`src/hw/rtl/odo_pkg.sv`:
```
// Shared types, constants and tables for the three-wheel odometry block.
package odo_pkg;

   localparam int CORDIC_STEPS_DEF = 16;
   localparam int ATAN_LEN = 24;

   localparam int COUNT_W = 32;
   localparam int GAIN_W = 32;
   localparam int POS_W = 48;
   localparam int HEAD_W = 25;
   localparam int MUL_A_W = 48;
   localparam int MUL_B_W = 33;
   localparam int MUL_HALF = 24;
   localparam int PROD_W = MUL_A_W + MUL_B_W;
   localparam int ANGLE_W = 34;
   localparam int TRIG_W = 33;

   localparam logic [HEAD_W-1:0] DEG360_Q16 = 25'd23592960;
   localparam logic signed [ANGLE_W-1:0] DEG90_Q24 = 34'sd1509949440;
   localparam logic signed [ANGLE_W-1:0] DEG180_Q24 = 34'sd3019898880;
   localparam logic signed [ANGLE_W-1:0] DEG270_Q24 = 34'sd4529848320;
   localparam logic signed [ANGLE_W-1:0] DEG360_Q24 = 34'sd6039797760;
   localparam logic signed [TRIG_W-1:0] CORDIC_K_Q30 = 33'sd652032874;
   localparam logic signed [POS_W-1:0] POS_MAX = {1'b0, {(POS_W-1){1'b1}}};
   localparam logic signed [POS_W-1:0] POS_MIN = {1'b1, {(POS_W-1){1'b0}}};

   typedef enum logic [1:0] {
      REG_HEADING_GAIN = 2'd0,
      REG_FORWARD_GAIN = 2'd1,
      REG_STRAFE_GAIN  = 2'd2
   } reg_index_type;

   typedef enum logic [1:0] {
      SH_8  = 2'd0,
      SH_9  = 2'd1,
      SH_30 = 2'd2
   } shift_type;

   typedef struct packed {
      logic [MUL_A_W-1:0] a;
      logic [MUL_B_W-1:0] b;
      shift_type          shift;
      logic               heading_lim;
   } mul_cmd_type;

   function automatic logic signed [31:0] atan_deg(input logic [4:0] idx);
      logic signed [31:0] v;
      case (idx)
         5'd0: v = 32'sd754974720;
         5'd1: v = 32'sd445687602;
         5'd2: v = 32'sd235489088;
         5'd3: v = 32'sd119537938;
         5'd4: v = 32'sd60000934;
         5'd5: v = 32'sd30029717;
         5'd6: v = 32'sd15018523;
         5'd7: v = 32'sd7509720;
         5'd8: v = 32'sd3754917;
         5'd9: v = 32'sd1877466;
         5'd10: v = 32'sd938734;
         5'd11: v = 32'sd469367;
         5'd12: v = 32'sd234684;
         5'd13: v = 32'sd117342;
         5'd14: v = 32'sd58671;
         5'd15: v = 32'sd29335;
         5'd16: v = 32'sd14668;
         5'd17: v = 32'sd7334;
         5'd18: v = 32'sd3667;
         5'd19: v = 32'sd1833;
         5'd20: v = 32'sd917;
         5'd21: v = 32'sd458;
         5'd22: v = 32'sd229;
         5'd23: v = 32'sd115;
         default: v = 32'sd0;
      endcase
      return v;
   endfunction

   function automatic logic signed [POS_W-1:0] clamp48(input logic signed [POS_W:0] v);
      logic signed [POS_W-1:0] r;
      if (v > $signed({POS_MAX[POS_W-1], POS_MAX})) begin
         r = POS_MAX;
      end else if (v < $signed({POS_MIN[POS_W-1], POS_MIN})) begin
         r = POS_MIN;
      end else begin
         r = v[POS_W-1:0];
      end
      return r;
   endfunction

endpackage

```
`src/hw/rtl/odo_mul.sv`:
```
// Shared multi-cycle signed multiply, shift and saturate unit.
module odo_mul (
   input  logic                         clock,
   input  logic                         reset,
   input  logic                         start,
   input  odo_pkg::mul_cmd_type         cmd,
   output logic                         done,
   output logic signed [odo_pkg::POS_W-1:0] result
);
   import odo_pkg::*;

   typedef enum logic [1:0] {M_IDLE, M_LO, M_HI, M_FIN} mstate_type;

   mstate_type          state_ff, state_in;
   logic [MUL_A_W-1:0]  a_mag_ff, a_mag_in;
   logic [MUL_B_W-1:0]  b_mag_ff, b_mag_in;
   logic                neg_ff, neg_in;
   shift_type           shift_ff, shift_in;
   logic                hlim_ff, hlim_in;
   logic [PROD_W-1:0]   prod_ff, prod_in;
   logic                done_ff, done_in;
   logic signed [POS_W-1:0] res_ff, res_in;
   logic [PROD_W-1:0]   rsh;
   logic [POS_W-1:0]    lim;
   logic [POS_W-1:0]    mag;

   always_comb begin
      state_in = state_ff;
      a_mag_in = a_mag_ff;
      b_mag_in = b_mag_ff;
      neg_in = neg_ff;
      shift_in = shift_ff;
      hlim_in = hlim_ff;
      prod_in = prod_ff;
      done_in = 1'b0;
      res_in = res_ff;
      case (shift_ff)
         SH_8: rsh = prod_ff >> 8;
         SH_9: rsh = prod_ff >> 9;
         SH_30: rsh = prod_ff >> 30;
         default: rsh = prod_ff;
      endcase
      lim = hlim_ff ? {{(POS_W-HEAD_W){1'b0}}, DEG360_Q16} : POS_MAX;
      mag = (rsh > {{(PROD_W-POS_W){1'b0}}, lim}) ? lim : rsh[POS_W-1:0];
      case (state_ff)
         M_IDLE: begin
            if (start) begin
               a_mag_in = cmd.a[MUL_A_W-1] ? (~cmd.a + 1'b1) : cmd.a;
               b_mag_in = cmd.b[MUL_B_W-1] ? (~cmd.b + 1'b1) : cmd.b;
               neg_in = cmd.a[MUL_A_W-1] ^ cmd.b[MUL_B_W-1];
               shift_in = cmd.shift;
               hlim_in = cmd.heading_lim;
               state_in = M_LO;
            end
         end
         M_LO: begin
            prod_in = PROD_W'(a_mag_ff[MUL_HALF-1:0] * b_mag_ff);
            state_in = M_HI;
         end
         M_HI: begin
            prod_in = prod_ff + (PROD_W'(a_mag_ff[MUL_A_W-1:MUL_HALF] * b_mag_ff) << MUL_HALF);
            state_in = M_FIN;
         end
         M_FIN: begin
            res_in = neg_ff ? -$signed(mag) : $signed(mag);
            done_in = 1'b1;
            state_in = M_IDLE;
         end
         default: state_in = M_IDLE;
      endcase
   end

   always_ff @(posedge clock) begin
      if (reset) begin
         state_ff <= M_IDLE;
         done_ff <= 1'b0;
      end else begin
         state_ff <= state_in;
         done_ff <= done_in;
      end
      a_mag_ff <= a_mag_in;
      b_mag_ff <= b_mag_in;
      neg_ff <= neg_in;
      shift_ff <= shift_in;
      hlim_ff <= hlim_in;
      prod_ff <= prod_in;
      res_ff <= res_in;
   end

   assign done = done_ff;
   assign result = res_ff;

endmodule

```
`config.mk`:
```
export PLATFORM = sky130hd
export DESIGN_NAME = odo_mul
export DESIGN_NICKNAME = d
export VERILOG_FILES = /design/src/hw/rtl/odo_pkg.sv /design/src/hw/rtl/odo_mul.sv
export SDC_FILE = /design/constraint.sdc
export NUM_CORES = 2
export LEC_CHECK = 0
export BUFFER_PORTS_ARGS = -buffer_cell sky130_fd_sc_hd__buf_2
export CORE_MARGIN = 5
export CORE_UTILIZATION = 50
export CTS_CLUSTER_DIAMETER = 40
export CTS_CLUSTER_SIZE = 10
export DETAILED_ROUTE_END_ITERATION = 7
export PLACE_DENSITY = 0.65
export SYNTH_ARGS = -nofsm -noshare
export SYNTH_HDL_FRONTEND = slang
export SYNTH_SLANG_ARGS = --single-unit
```
`constraint.sdc`:
```
create_clock -name clock -period 11.8 [get_ports clock]
set_clock_uncertainty 0.15 [all_clocks]
set_input_delay 1.77 -clock clock [delete_from_list [all_inputs] [get_ports clock]]
set_output_delay 1.77 -clock clock [all_outputs]
set_load 0.01 [all_outputs]
```
-- Yosys cells after proc, flatten, opt, wreduce, memory -nomap -nowiden
Cells that the tools add are included.
- output and inout bits: 49
- memories kept: 0
- register bits after elaboration: 217
- word-level logic and storage cells: 41
- memory bits (writable): 0
- bits in latches: 0
- memory bits (read-only): 0
- $lt $le $gt $ge: 1
- mux-type cells: 10
- div/mod/pow operators: 0
- bitwise operators: 3
- add/subtract/negate cells: 4
- shifts and indexed selects: 0
- $mul: 2
- equal/unequal tests: 6
- reductions and logical operators: 4
- operators by type and width (kind ; count):
    $pmux W81 S3 ; 1
    $pmux W81 S2 ; 1
    $mul A24 B33 Y57 ; 2
    $mux W48 ; 2
    $mux W47 ; 2
    $add A81 B81 Y81 ; 1
    $gt A81 B47 Y1 ; 1
    $add A48 B1 Y48 const B ; 1
    $neg A48 Y48 ; 1
    $not A48 Y48 ; 1
    $add A33 B1 Y33 const B ; 1
    $not A33 Y33 ; 1
    $mux W32 ; 1
    $pmux W2 S4 ; 1
    $eq A2 B2 Y1 const B ; 3
    $eq A2 B1 Y1 const B ; 2
    $logic_not A2 Y1 ; 2
    $mux W2 ; 1
    $ne A2 B2 Y1 const B ; 1
    $reduce_and A2 Y1 ; 1
    $reduce_bool A2 Y1 ; 1
    $mux W1 ; 1
    $xor A1 B1 Y1 ; 1

-- Depth between registers and ports, before layout
- word-level depth: 6
- depth in mapped cells: 41
- depth with buffers taken out: 39

-- Least setup slack after synthesis
No wires, ideal clock.
- kind: reg-to-reg
- start point: reg b_mag_ff[13]
- end point: reg prod_ff[78], data pin
- stages on the path, launching flop included: 42
- arrival: 9.174 ns
- path buffers: 2
- period minus slack after synthesis: 9.583 ns
- path slack: 2.217 ns
- path through: edfxtp_1 -> clkbuf_1 -> clkbuf_1 -> nand2_1 -> fa_1 -> inv_1 -> fa_1 -> inv_1 -> fa_1 -> inv_1 -> fa_1 -> inv_1 -> fa_1 -> inv_1 -> fa_1 -> inv_1 -> fa_1 -> inv_1 -> [... 6 more ...] -> a311oi_1 -> nand4_1 -> and2_1 -> nor2_1 -> a31oi_1 -> xnor2_1 -> ha_1 -> a21o_1 -> a21o_1 -> a21oi_1 -> o21ai_0 -> nor2b_1 -> o21ai_0 -> o211ai_1 -> a2111oi_0 -> nand4b_1 -> a211o_1 -> nand3_1
- word-level cells in the longest chain between the ends: 3
- ends and longest elaborated chain (element ; line ; text):
    start: declaration ; odo_mul.sv:16 ; logic [MUL_B_W-1:0] b_mag_ff, b_mag_in;
    start signal: assignment ; odo_mul.sv:82 ; b_mag_ff <= b_mag_in;
    $mul A24 B33 Y57 ; odo_mul.sv:61 ; prod_in = prod_ff + (PROD_W'(a_mag_ff[MUL_A_W-1:MUL_HALF] * b_mag_ff) << MUL_HALF);
    $add A81 B81 Y81 ; odo_mul.sv:61 ;
    $pmux W81 S2 ; odo_mul.sv:45 ; case (state_ff)
    end signal: assignment ; odo_mul.sv:86 ; prod_ff <= prod_in;
    end: declaration ; odo_mul.sv:20 ; logic [PROD_W-1:0] prod_ff, prod_in;
Every way passes these cells.
A chain may end at the register's enable or synchronous reset.

-- Worst setup path in the final report
- start point: reg b_mag_ff[10]
- end point: reg prod_ff[77], data pin
The elaborated chain is that of the path after synthesis.

==> impl_metrics.toml <==
[critical_path]
crit_start = "b_mag_ff[10]$_DFFE_PP_"
cp_common_cell = "fa_1"
cp-start-kind = "flip-flop"
r2r-start = "b_mag_ff[10]$_DFFE_PP_"
worstPathRequired_ns = 12.00
critPathMaxStageDelay_ns = 1.06
worstRegToRegCells = 34
crit_family = "adder cells"
arrival_ns = 11.27
slowest_stage = "edfxtp_1"
r2r_end = "prod_ff[77]$_SDFFCE_PN0P_"
r2r_slack_ns = 0.73
critical_path_class = "reg2reg"
cp_num_cells = 34
end_kind = "flip-flop"
crit_path_max_fanout = 28
path_buf_inv = 4
endpoint = "prod_ff[77]$_SDFFCE_PN0P_"

[placement]
dp_hpwl_um = 151000
routabilityCongestion = 0.937
placed_area_um2 = 67800
post-place-cells = 8801
port_buffers = 135

[layout]
nNetsFinal = 9034
antenna_cells = 0
final_cell_mix = "inv_1 (1,443), fa_1 (1,361), nand2_1 (1,143)"
finish.instance_area_um2 = 69300
syn2layout_area_growth_pct = 5.69
drive_gt1_frac = 0.0585
final_common_cell = "inv_1"
nFillCells = 11900
finalNonFillerCells = 8885

[timing]
holdWs_ns = 0.427
worst_slew_pin_slew_ns = 1.19
slew_headroom = 0.209
min_period_over_period = 0.938
max_freq_mhz = 90.4
hold_violations = 0
setup_viol = 0
min_period_ns = 11.07
rsz0062_at_grt = "false"
setup-tns-final_ns = 0
final_max_slew_viol_count = 0

[clock_tree]
h-tree-depth = 2
insertion_delay_ns = 0.64
clk_pin_slew_ns = 0.05
root_buffer = "clkbuf_16"
postCtsHoldBufs = 0
clockBufferDepth = 3
clock-sinks = 217
cts_buffers = 46
cts_setup_buffers = 0
ctsResizeCount = 0
cts_tree = "built"

[die]
ioPinCount = 136
fp-row-count = 132
die_y_um = 372
start_util = 0.505
die_x_um = 372
coreArea_um2 = 130000
dieArea_um2 = 139000

[drt]
drc_errors = 0
drt_iter0_drc = 3794
dr.pass1.iters = 6
wl_um = 186000
antenna_left = 0
num_vias = 49900
detail_route.wl_per_cell_um = 21.0
viasPerCell = 5.62

[global_route]
grt_usage = 0.277
first_global_vias = 52600
overflow = 0
antenna_found_initial = 3
grt_max_degree = 86
grt_pass1_wl_um = 299000

[synthesis]
ys_warn_count = 0
synth_cell_types = 82
synth-edff-count = 214
synth_top_area_share = 0.415
syn_inst = 7195
ys_top_cells_by_area = "fa_1 (42%), edfxtp_1 (9.8%), ha_1 (9.1%)"
synth_area_per_cell_um2 = 9.11
yosys.area.top_type = "fa_1"
async_flop_share = 0
ys.flop_type = "edfxtp_1"
synth_area_um2 = 65600
synth_seq_cells = 217
synth-seq-area-share = 0.0989
syn_nets = 9122

[worst_hold_path]
hp-class = "reg2reg"

[status]
outcome = "completed"

[job]
maxCapViolations = 0
==> kinds of logic after synthesis <==
logic type               after synthesis  synth area share
XOR/XNOR                             228            0.0304
flip-flops                           217            0.0989
AND/OR/NAND/NOR                     2280             0.167
multiplexers                          59            0.0177
AO/OA/AOI/OAI                        737            0.0733
buffers and inverters               1834             0.106
adder cells (fa/ha/maj)             1840             0.507
==> cells in the mapped netlist (all sizes together), types with 8 or more instances <==
cell type and number:
or2 13, nor2 170, mux2i 10, xor2 64, nand4 32, edfxtp 214, o21a 26, o21bai 30
and2 607, nor2b 34, a22oi 8, mux4 45, fa 1361, clkbuf 364, ha 479, nor4 28
or3 26, a2111oi 8, nand2b 32, a311oi 8, xnor2 164, o31ai 36, o211ai 19, nor3 67
o22ai 11, o41ai 22, nand2 1143, o21ai 140, and3 27, nand3 59, a31oi 18, a21o 108
a211oi 31, or4 18, a21oi 206, buf 26, inv 1444
==> flip-flops by register name (all words and copies together) (netlist names) <==
register  cells
result       48
b_mag_ff     33
neg_ff        1
prod_ff      81
done          1
a_mag_ff     48
hlim_ff       1
state_ff      2
shift_ff      2
==> worst min path at each step <==
stage / slack, ns / from / depth (start not counted) / endpoint
2_1_floorplan: 0.37 / state_ff[1]$_SDFFE_PP0P_ / 2 / state_ff[1]$_SDFFE_PP0P_
3_3_place_gp: 0.41 / state_ff[1]$_SDFFE_PP0P_ / 2 / state_ff[1]$_SDFFE_PP0P_
3_5_place_dp: 0.42 / state_ff[1]$_SDFFE_PP0P_ / 2 / state_ff[1]$_SDFFE_PP0P_
4_1_cts: 0.43 / state_ff[1]$_SDFFE_PP0P_ / 2 / state_ff[1]$_SDFFE_PP0P_
5_1_grt: 0.46 / state_ff[1]$_SDFFE_PP0P_ / 2 / state_ff[1]$_SDFFE_PP0P_
6_report: 0.43 / state_ff[1]$_SDFFE_PP0P_ / 2 / state_ff[1]$_SDFFE_PP0P_
==> area by class of cell <==
| type | count | area [µm²] | area share |
|---|---|---|---|
| clock buffers | 49 | 1170 | 0.0169 |
| inverters | 1444 | 5420 | 0.0782 |
| multi-input cells | 5144 | 52200 | 0.753 |
| well taps | 1742 | 2180 | 0.0314 |
| repair buffers | 254 | 1570 | 0.0226 |
| clock inverters | 35 | 307 | 0.00442 |
| flip-flops and latches | 217 | 6490 | 0.0936 |
==> through the flow <==
step	worst slack [ns]	utilization
2_1_floorplan	2.22	-
3_3_place_gp	1.07	0.522
3_5_place_dp	0.910	0.522
4_1_cts	0.872	0.533
5_1_grt	0.0240	0.533
6_report	0.735	0.533
==> worst register-to-register path, delay by kind of cell, from the launching register on <==
family	cells	cell delay, ns
simple gates	8	1.96
buf+inv	4	0.69
flops	1	1.06
fa+ha+maj	9	4.23
mux	1	0.12
compound gates	11	2.23
xor+xnor	1	0.37
==> routing by layer <==
layer	wire length, µm	track usage	up-vias
met5	0	0	-
met4	7180	0.0921	0
met3	15100	0.0490	339
met2	87300	0.450	1890
met1	76600	0.378	25700
li1	-	-	22000
Power is left out: the tool's default activity adds up to more than one toggle a clock period on the data nets, which glitch-free logic cannot reach.
