$ cat config.mk
export PLATFORM = sky130hd
export DESIGN_NAME = odo_cordic
export DESIGN_NICKNAME = d
export VERILOG_FILES = /design/src/hw/rtl/odo_pkg.sv /design/src/hw/rtl/odo_cordic.sv
export SDC_FILE = /design/constraint.sdc
export NUM_CORES = 1
export LEC_CHECK = 0
export ABC_CLOCK_PERIOD_IN_PS = 13480
export BUFFER_PORTS_ARGS = -buffer_cell sky130_fd_sc_hd__buf_4
export CORE_MARGIN = 5
export CORE_UTILIZATION = 40
export DETAILED_ROUTE_END_ITERATION = 8
export HOLD_SLACK_MARGIN = 0.02
export REMOVE_ABC_BUFFERS = 1
export SETUP_SLACK_MARGIN = 0.5
export SYNTH_ARGS = -nofsm -noshare
export SYNTH_HDL_FRONTEND = slang
export SYNTH_SLANG_ARGS = --single-unit
$ cat constraint.sdc
create_clock -name clock -period 13.48 [get_ports clock]
set_clock_uncertainty 0.1 [all_clocks]
set_input_delay 1.348 -clock clock [delete_from_list [all_inputs] [get_ports clock]]
set_output_delay 1.348 -clock clock [all_outputs]
set_load 0.1 [all_outputs]
$ cat src/hw/rtl/odo_pkg.sv
// Shared types, constants and tables for the three-wheel odometry block.
package odo_pkg;

   localparam int CORDIC_STEPS_DEF = 16;
   localparam int ATAN_LEN = 24;

   localparam int COUNT_W = 32;
   localparam int GAIN_W = 32;
   localparam int POS_W = 48;
   localparam int HEAD_W = 25;
   localparam int MUL_A_W = 48;
   localparam int MUL_B_W = 33;
   localparam int MUL_HALF = 24;
   localparam int PROD_W = MUL_A_W + MUL_B_W;
   localparam int ANGLE_W = 34;
   localparam int TRIG_W = 33;

   localparam logic [HEAD_W-1:0] DEG360_Q16 = 25'd23592960;
   localparam logic signed [ANGLE_W-1:0] DEG90_Q24 = 34'sd1509949440;
   localparam logic signed [ANGLE_W-1:0] DEG180_Q24 = 34'sd3019898880;
   localparam logic signed [ANGLE_W-1:0] DEG270_Q24 = 34'sd4529848320;
   localparam logic signed [ANGLE_W-1:0] DEG360_Q24 = 34'sd6039797760;
   localparam logic signed [TRIG_W-1:0] CORDIC_K_Q30 = 33'sd652032874;
   localparam logic signed [POS_W-1:0] POS_MAX = {1'b0, {(POS_W-1){1'b1}}};
   localparam logic signed [POS_W-1:0] POS_MIN = {1'b1, {(POS_W-1){1'b0}}};

   typedef enum logic [1:0] {
      REG_HEADING_GAIN = 2'd0,
      REG_FORWARD_GAIN = 2'd1,
      REG_STRAFE_GAIN  = 2'd2
   } reg_index_type;

   typedef enum logic [1:0] {
      SH_8  = 2'd0,
      SH_9  = 2'd1,
      SH_30 = 2'd2
   } shift_type;

   typedef struct packed {
      logic [MUL_A_W-1:0] a;
      logic [MUL_B_W-1:0] b;
      shift_type          shift;
      logic               heading_lim;
   } mul_cmd_type;

   function automatic logic signed [31:0] atan_deg(input logic [4:0] idx);
      logic signed [31:0] v;
      case (idx)
         5'd0: v = 32'sd754974720;
         5'd1: v = 32'sd445687602;
         5'd2: v = 32'sd235489088;
         5'd3: v = 32'sd119537938;
         5'd4: v = 32'sd60000934;
         5'd5: v = 32'sd30029717;
         5'd6: v = 32'sd15018523;
         5'd7: v = 32'sd7509720;
         5'd8: v = 32'sd3754917;
         5'd9: v = 32'sd1877466;
         5'd10: v = 32'sd938734;
         5'd11: v = 32'sd469367;
         5'd12: v = 32'sd234684;
         5'd13: v = 32'sd117342;
         5'd14: v = 32'sd58671;
         5'd15: v = 32'sd29335;
         5'd16: v = 32'sd14668;
         5'd17: v = 32'sd7334;
         5'd18: v = 32'sd3667;
         5'd19: v = 32'sd1833;
         5'd20: v = 32'sd917;
         5'd21: v = 32'sd458;
         5'd22: v = 32'sd229;
         5'd23: v = 32'sd115;
         default: v = 32'sd0;
      endcase
      return v;
   endfunction

   function automatic logic signed [POS_W-1:0] clamp48(input logic signed [POS_W:0] v);
      logic signed [POS_W-1:0] r;
      if (v > $signed({POS_MAX[POS_W-1], POS_MAX})) begin
         r = POS_MAX;
      end else if (v < $signed({POS_MIN[POS_W-1], POS_MIN})) begin
         r = POS_MIN;
      end else begin
         r = v[POS_W-1:0];
      end
      return r;
   endfunction

endpackage

$ cat src/hw/rtl/odo_cordic.sv
// Iterative rotation-mode CORDIC giving sine and cosine of a heading.
module odo_cordic #(
   parameter int CORDIC_STEPS = odo_pkg::CORDIC_STEPS_DEF
) (
   input  logic                               clock,
   input  logic                               reset,
   input  logic                               start,
   input  logic [odo_pkg::HEAD_W-1:0]         angle,
   output logic                               busy,
   output logic signed [odo_pkg::TRIG_W-1:0]  sin_out,
   output logic signed [odo_pkg::TRIG_W-1:0]  cos_out
);
   import odo_pkg::*;

   localparam int IW = $clog2(CORDIC_STEPS);

   typedef enum logic [1:0] {C_IDLE, C_RUN, C_FIN} cstate_type;

   cstate_type               state_ff, state_in;
   logic [IW-1:0]            i_ff, i_in;
   logic signed [TRIG_W-1:0] x_ff, x_in, y_ff, y_in;
   logic signed [ANGLE_W-1:0] z_ff, z_in, z0;
   logic                     flip_ff, flip_in;
   logic signed [TRIG_W-1:0] xs, ys;
   logic signed [ANGLE_W-1:0] at;

   always_comb begin
      state_in = state_ff;
      i_in = i_ff;
      x_in = x_ff;
      y_in = y_ff;
      z_in = z_ff;
      flip_in = flip_ff;
      z0 = $signed({1'b0, angle, 8'b0});
      xs = x_ff >>> i_ff;
      ys = y_ff >>> i_ff;
      at = ANGLE_W'(atan_deg(5'(i_ff)));
      case (state_ff)
         C_IDLE: begin
            if (start) begin
               if (z0 > DEG270_Q24) begin
                  z_in = z0 - DEG360_Q24;
                  flip_in = 1'b0;
               end else if (z0 > DEG90_Q24) begin
                  z_in = z0 - DEG180_Q24;
                  flip_in = 1'b1;
               end else begin
                  z_in = z0;
                  flip_in = 1'b0;
               end
               x_in = CORDIC_K_Q30;
               y_in = '0;
               i_in = '0;
               state_in = C_RUN;
            end
         end
         C_RUN: begin
            if (!z_ff[ANGLE_W-1]) begin
               x_in = x_ff - ys;
               y_in = y_ff + xs;
               z_in = z_ff - at;
            end else begin
               x_in = x_ff + ys;
               y_in = y_ff - xs;
               z_in = z_ff + at;
            end
            i_in = i_ff + 1'b1;
            if (i_ff == IW'(CORDIC_STEPS - 1)) begin
               state_in = C_FIN;
            end
         end
         C_FIN: begin
            if (flip_ff) begin
               x_in = -x_ff;
               y_in = -y_ff;
            end
            state_in = C_IDLE;
         end
         default: state_in = C_IDLE;
      endcase
   end

   always_ff @(posedge clock) begin
      if (reset) begin
         state_ff <= C_IDLE;
      end else begin
         state_ff <= state_in;
      end
      i_ff <= i_in;
      x_ff <= x_in;
      y_ff <= y_in;
      z_ff <= z_in;
      flip_ff <= flip_in;
   end

   assign busy = (state_ff != C_IDLE);
   assign sin_out = y_ff;
   assign cos_out = x_ff;

endmodule
Word level (Yosys, flattened, before mapping)
Memories as Yosys holds them, arrays and structs flattened. A register that Yosys moved wholly into a read port is not among the register bits.
Index checks and enable logic that the tools add are counted.
{"block": "word_totals", "ff_bits": 107, "mem_count": 1, "out_inout_bits": 67, "elab_cells": 56, "rom_bits": 480, "inputBits": 28}
{"memory": "(name not given)", "words": 16, "width": 30, "rd": 1, "rd_clocked_by_memory_dff": 1, "write_ports": 0, "line": "odo_pkg.sv:48", "rtl": "case (idx)"}
{"block": "op_classes", "n_mux": 20, "n_shift": 2, "order_cmp": 2, "add_sub_neg": 11, "n_eq_ne": 6, "reduce_logical": 8}
{"cell": "$mux 33", "count": 6}
{"cell": "$pmux 33 s3", "count": 2}
{"cell": "$mux 34", "count": 4}
{"cell": "$pmux 34 s2", "count": 1}
{"cell": "$add 33x33->33", "count": 2}
{"cell": "$neg 33->33", "count": 2}
{"cell": "$sshr 33x4->33", "count": 2}
{"cell": "$sub 33x33->33", "count": 2}
{"cell": "$add 34x32->34", "count": 1}
{"cell": "$sub 33x32->34 const B", "count": 1}
{"cell": "$sub 33x33->34 const B", "count": 1}
{"cell": "$sub 34x32->34", "count": 1}
{"cell": "$gt 33x31->1 const B", "count": 1}
{"cell": "$gt 33x33->1 const B", "count": 1}
{"cell": "$mux 4", "count": 2}
{"cell": "$pmux 4 s2", "count": 1}
{"cell": "$ne 2x2->1 const B", "count": 3}
{"cell": "$reduce_and 2->1", "count": 3}
{"cell": "$add 4x1->4 const B", "count": 1}
{"cell": "$eq 4x4->1 const B", "count": 1}
{"cell": "$mux 2", "count": 2}
{"cell": "$pmux 2 s2", "count": 1}
{"cell": "$reduce_bool 2->1", "count": 2}
{"cell": "$reduce_and 3->1", "count": 1}
{"cell": "5 further kinds", "count": 5}

Depth between registers and ports, before layout
{"block": "depth", "word_depth": 5, "depth_mapped": 29, "ltp_nobuf": 24}

Worst setup path before layout
Ideal clock, no wire load.
{"block": "synth_timing", "path_type": "reg-to-reg", "start": "register x_ff[15], in the netlist cos_out[15]", "end": "register y_ff[30], in the netlist sin_out[30], data pin", "stages_incl_launch_ff": 21, "arrival_time_ns": 5.168, "path_slack_ns": 7.940, "n_path_buf": 1, "period_less_slack_ns": 5.540, "setup_time_ns": 0.271, "required_ns": 13.109, "path_cell_list": "edfxtp_1 clkbuf_1 mux2i_1 mux4_2 a32oi_2 nor2_1 and2_1 and3_1 a31oi_1 xor2_1 ha_1 a211oi_1 nor2_1 a211oi_1 o32a_1 a21oi_1 or4_1 a31o_2 a21oi_1 xor2_1 o22ai_1"}
{"block": "synth_between", "elab_chain_cells": 4, "elab_cells_between_ends": 5, "cone_classes": "add/sub: 2; shift: 1; mux: 2"}
{"item": "from (decl)", "line": "odo_cordic.sv:21", "rtl": "logic signed [TRIG_W-1:0] x_ff, x_in, y_ff, y_in;"}
{"item": "from (signal assigned)", "line": "odo_cordic.sv:90", "rtl": "x_ff <= x_in;"}
{"item": "$sshr 33x4->33 *", "line": "odo_cordic.sv:35", "rtl": "xs = x_ff >>> i_ff;"}
{"item": "$add 33x33->33 or $sub 33x33->33 (tied branches)", "line": "odo_cordic.sv:60, odo_cordic.sv:64"}
{"item": "$mux 33 *", "line": "odo_cordic.sv:58", "rtl": "if (!z_ff[ANGLE_W-1]) begin"}
{"item": "$pmux 33 s3 *", "line": "odo_cordic.sv:38", "rtl": "case (state_ff)"}
{"item": "named net y_in[30]", "line": "odo_cordic.sv:21"}
{"item": "to (signal assigned)", "line": "odo_cordic.sv:91", "rtl": "y_ff <= y_in;"}
{"item": "to (decl)", "line": "odo_cordic.sv:21"}
Mark *: on every way through the listed nets, which the timed path passes. The rest lies on a longest branch.
A chain may end at the register's enable or synchronous reset.

Final worst setup path
{"block": "layout_timing", "start": "register i_ff[3]", "end": "register x_ff[25], in the netlist cos_out[25], data pin"}
{"block": "layout_between", "elab_chain_cells": 4, "elab_cells_between_ends": 5, "cone_classes": "add/sub: 2; shift: 1; mux: 2"}
{"item": "from (decl)", "line": "odo_cordic.sv:20", "rtl": "logic [IW-1:0] i_ff, i_in;"}
{"item": "from (signal assigned)", "line": "odo_cordic.sv:89", "rtl": "i_ff <= i_in;"}
{"item": "$sshr 33x4->33 *", "line": "odo_cordic.sv:36", "rtl": "ys = y_ff >>> i_ff;"}
{"item": "$sub 33x33->33 or $add 33x33->33 (tied branches)", "line": "odo_cordic.sv:59, odo_cordic.sv:63"}
{"item": "$mux 33 *", "line": "odo_cordic.sv:58"}
{"item": "$pmux 33 s3 *", "line": "odo_cordic.sv:38"}
{"item": "named net x_in[25]", "line": "odo_cordic.sv:21"}
Marked as above.

==> metrics.txt <==
critical path required time 13.60 ns; RSZ-0062 raised after global routing false; number of nets in the layout 2288; accumulated negative setup slack 0 ns; pin count of the biggest net entering global routing 81; Max Clock Freq 0.137 GHz; Most used DFF post-synth edfxtp_1; Antenna Violating Nets Remaining 0; TritonCTS clock tree yes; pins over their slew limit 0; Synth Area in Simple Gates 17.1%; parity-gate share of the synthesized area counting xor and xnor cells 11.6%; final count of negative-setup-slack endpoints 0; count of clock tree sinks 137; detailed placement HPWL roughly 41 mm; H-tree depth 4; most common cell after layout, fill and taps aside nor2_1; area of the die 49200 um2; combinational family with the most area after synthesis compound AO/OA/AOI/OAI gates; pin slew with the least headroom to its limit 1.13 ns; clock transition time at the flip-flop clock pins of the worst setup and hold paths 0.07 ns; via count of the routed design about 17000; cts repair resizes 0; part of the Yosys area used for sequential elements 21.1%; synthesized area per cell 8.40 um2; cells along the critical path buf_4 > mux2i_1 > mux2i_1 > nand2_1 > nand2_1 > nand2_1 > o21ai_0 > inv_1 > ha_1 > mux2_2 > ha_1 > a211o_1 > a2111oi_0 > nor4_1 > o22ai_1 > o211ai_1 > a41oi_1 > a21oi_1 > a21boi_1 > xnor2_1 > a221o_1; via count of the first global-routing pass 16454; number of buffers inserted for hold repair after clock tree synthesis 0; type of the worst setup path flip-flop to flip-flop; number of flip-flops and latches in the synthesized netlist 137; distinct cell type count of the synthesized netlist 93; Synth Area in Compound Gates ~23%; Post-Route WL 56.4 mm; buffer levels on the longest clock path 2; Routed wire per std cell 20.6 um; Worst setup SP type flip-flop; minimum period implied by the final worst setup slack 7.31 ns; adder and majority gate portion of the synthesized area 8.84%; most used cells in the layout excluding fill and tap cells 212 x nor2_1, 183 x a21oi_1, 164 x nand2_1; crit-path leading delay family compound AO/OA/AOI/OAI gates; count of yosys warnings during synthesis 0; total iterations of the first detailed-routing run 8; proportion of synthesized flip-flops having asynchronous set or reset 0%; number of synthesized flops with an enable pin 105; combined buffer and inverter count along the critical path 2; area used by sequential logic in the layout 3790 um2; initial cell density of the core 40.5%; DRC violation count after routing 0; multiplexer share of the synthesized area 13.4%; worst endpoint data arrival time approximately 7.4 ns; Core Box Area 44300 um2; cell with the largest stage delay on the worst path edfxtp_1; cells after synthesis 2137; number of buffers created by CTS 17; Final Hold Vio Count 0; number of input and output port buffers inserted 94; leading post-synthesis cells by cell area edfxtp_1 18%, ha_1 8.5%, mux4_2 6.3%, xor2_1 6.1%, xnor2_1 5.6%; # IOs 95; CP Capture Type flip-flop; GRT Overall Usage 22.3%; setup repair bufs after CTS 0; run status finished clean; total area of multi-input combinational cells 13300 um2; clock root buffer clkbuf_16; worst min-delay path class flip-flop to flip-flop; DIE HEIGHT 222 um; placer's final routability congestion estimate roughly 0.9; initial antenna violation count 0; clock latency on the worst-skew pair 0.48 ns; overall overflow remaining after global route 0; Max Cap Violations 0; share of Yosys cell area claimed by the top area cell type 17.6%; most area-hungry cell type in the Yosys netlist edfxtp_1; detailed-route vias per instance 6.04; number of antenna diodes 0; Core Rows 77; final cycle utilization of the critical path 54.2%; Slowest Stage Delay on Critical Path 0.99 ns; Area Overhead vs Synth 8.56%; final-layout fill cell count between 4000 and 5000; relative slew slack between 20% and 30%; worst-path fanout max 79; Netlist Area Pre-Place roughly 18000 um2; number of DRC markers after the initial detailed-route iteration roughly 1300; global-route wire length before repair around 90 mm; Top cell by count, worst path nand2_1; horizontal die dimension 222 um; fraction of layout instances using a drive strength above 1 13.2%
Yosys cell counts (39+ instances only):
| cell | instances |
|---|---|
| nand2_1 | 164 |
| xnor2_1 | 114 |
| a31oi_1 | 39 |
| clkbuf_1 | 73 |
| mux2i_1 | 67 |
| inv_1 | 60 |
| o22ai_1 | 41 |
| edfxtp_1 | 105 |
| mux4_2 | 50 |
| a21o_1 | 51 |
| ha_1 | 122 |
| o21ai_0 | 99 |
| nor2_1 | 213 |
| nor3_1 | 66 |
| a21oi_1 | 183 |
| xor2_1 | 124 |
| mux2_2 | 47 |
kinds of logic (layout without fill, tap and decap cells):
logic type,Yosys count,count (layout)
simple gates,642,642
compound gates,623,623
xor+xnor,238,238
buf+inv,202,212
mux,170,170
flops,137,137
fa+ha+maj,125,125
final cells by class:
type / instances / share of cell area (%)
Sequential cell: 137 / 19.5
Timing Repair Buffer: 117 / 4.51
Multi-Input combinational cell: 1798 / 68.0
Tap cell: 592 / 3.80
Inverter: 64 / 1.23
Clock buffer: 20 / 2.51
Clock inverter: 11 / 0.475
metal layers:
metal	vias to the layer above	wire length [um]	GRT usage [%]	share of wire (%)
li1	7978	-	-	-
met1	7916	24100	28.0	43
met2	526	27400	38.2	49
met3	125	2960	3.64	5.2
met4	0	1920	8.87	3.4
met5	-	0	0	0
tightest hold or removal path, cell delays in order, from the launching register on:
cell	delay, ns
dfxtp_1	0.34
a21oi_1	0.12
a211oi_1	0.05
registers in the layout, indices dropped and copies added, names as in the netlist:
name	count
flip_ff	1
i_ff	4
at	30
cos_out	33
state_ff	2
sin_out	33
z_ff	34
path summary, 6_finish.rpt:
kind	startpoint	to	slack (ns)	cells after the start
max	i_ff[3]$_DFFE_PP_	cos_out[25]$_DFFE_PP_	6.17	21
min	state_ff[1]$_SDFFE_PP0P_	state_ff[1]$_SDFFE_PP0P_	0.46	2
max reg2reg	i_ff[3]$_DFFE_PP_	cos_out[25]$_DFFE_PP_	6.17	21
min reg2reg	state_ff[1]$_SDFFE_PP0P_	state_ff[1]$_SDFFE_PP0P_	0.46	2
through the flow:
stage | hold WS [ns] | area [um2] | std cells | utilization [%] | setup slack [ns]
after CTS | 0.456 | 19500 | 2739 | 44.0 | 6.14
after detailed placement | 0.449 | 18900 | 2708 | 42.7 | 6.15
after global placement | 0.443 | 18900 | 2708 | 42.7 | 6.35
final | 0.457 | 19500 | 2739 | 44.0 | 6.17
after floorplan | 0.418 | 17300 | 1999 | - | 5.46
after global routing | 0.486 | 19500 | 2739 | 44.0 | 5.64
Power is not shown: default switching activity piles up to over one toggle a cycle in this logic, so the estimate is an artifact.
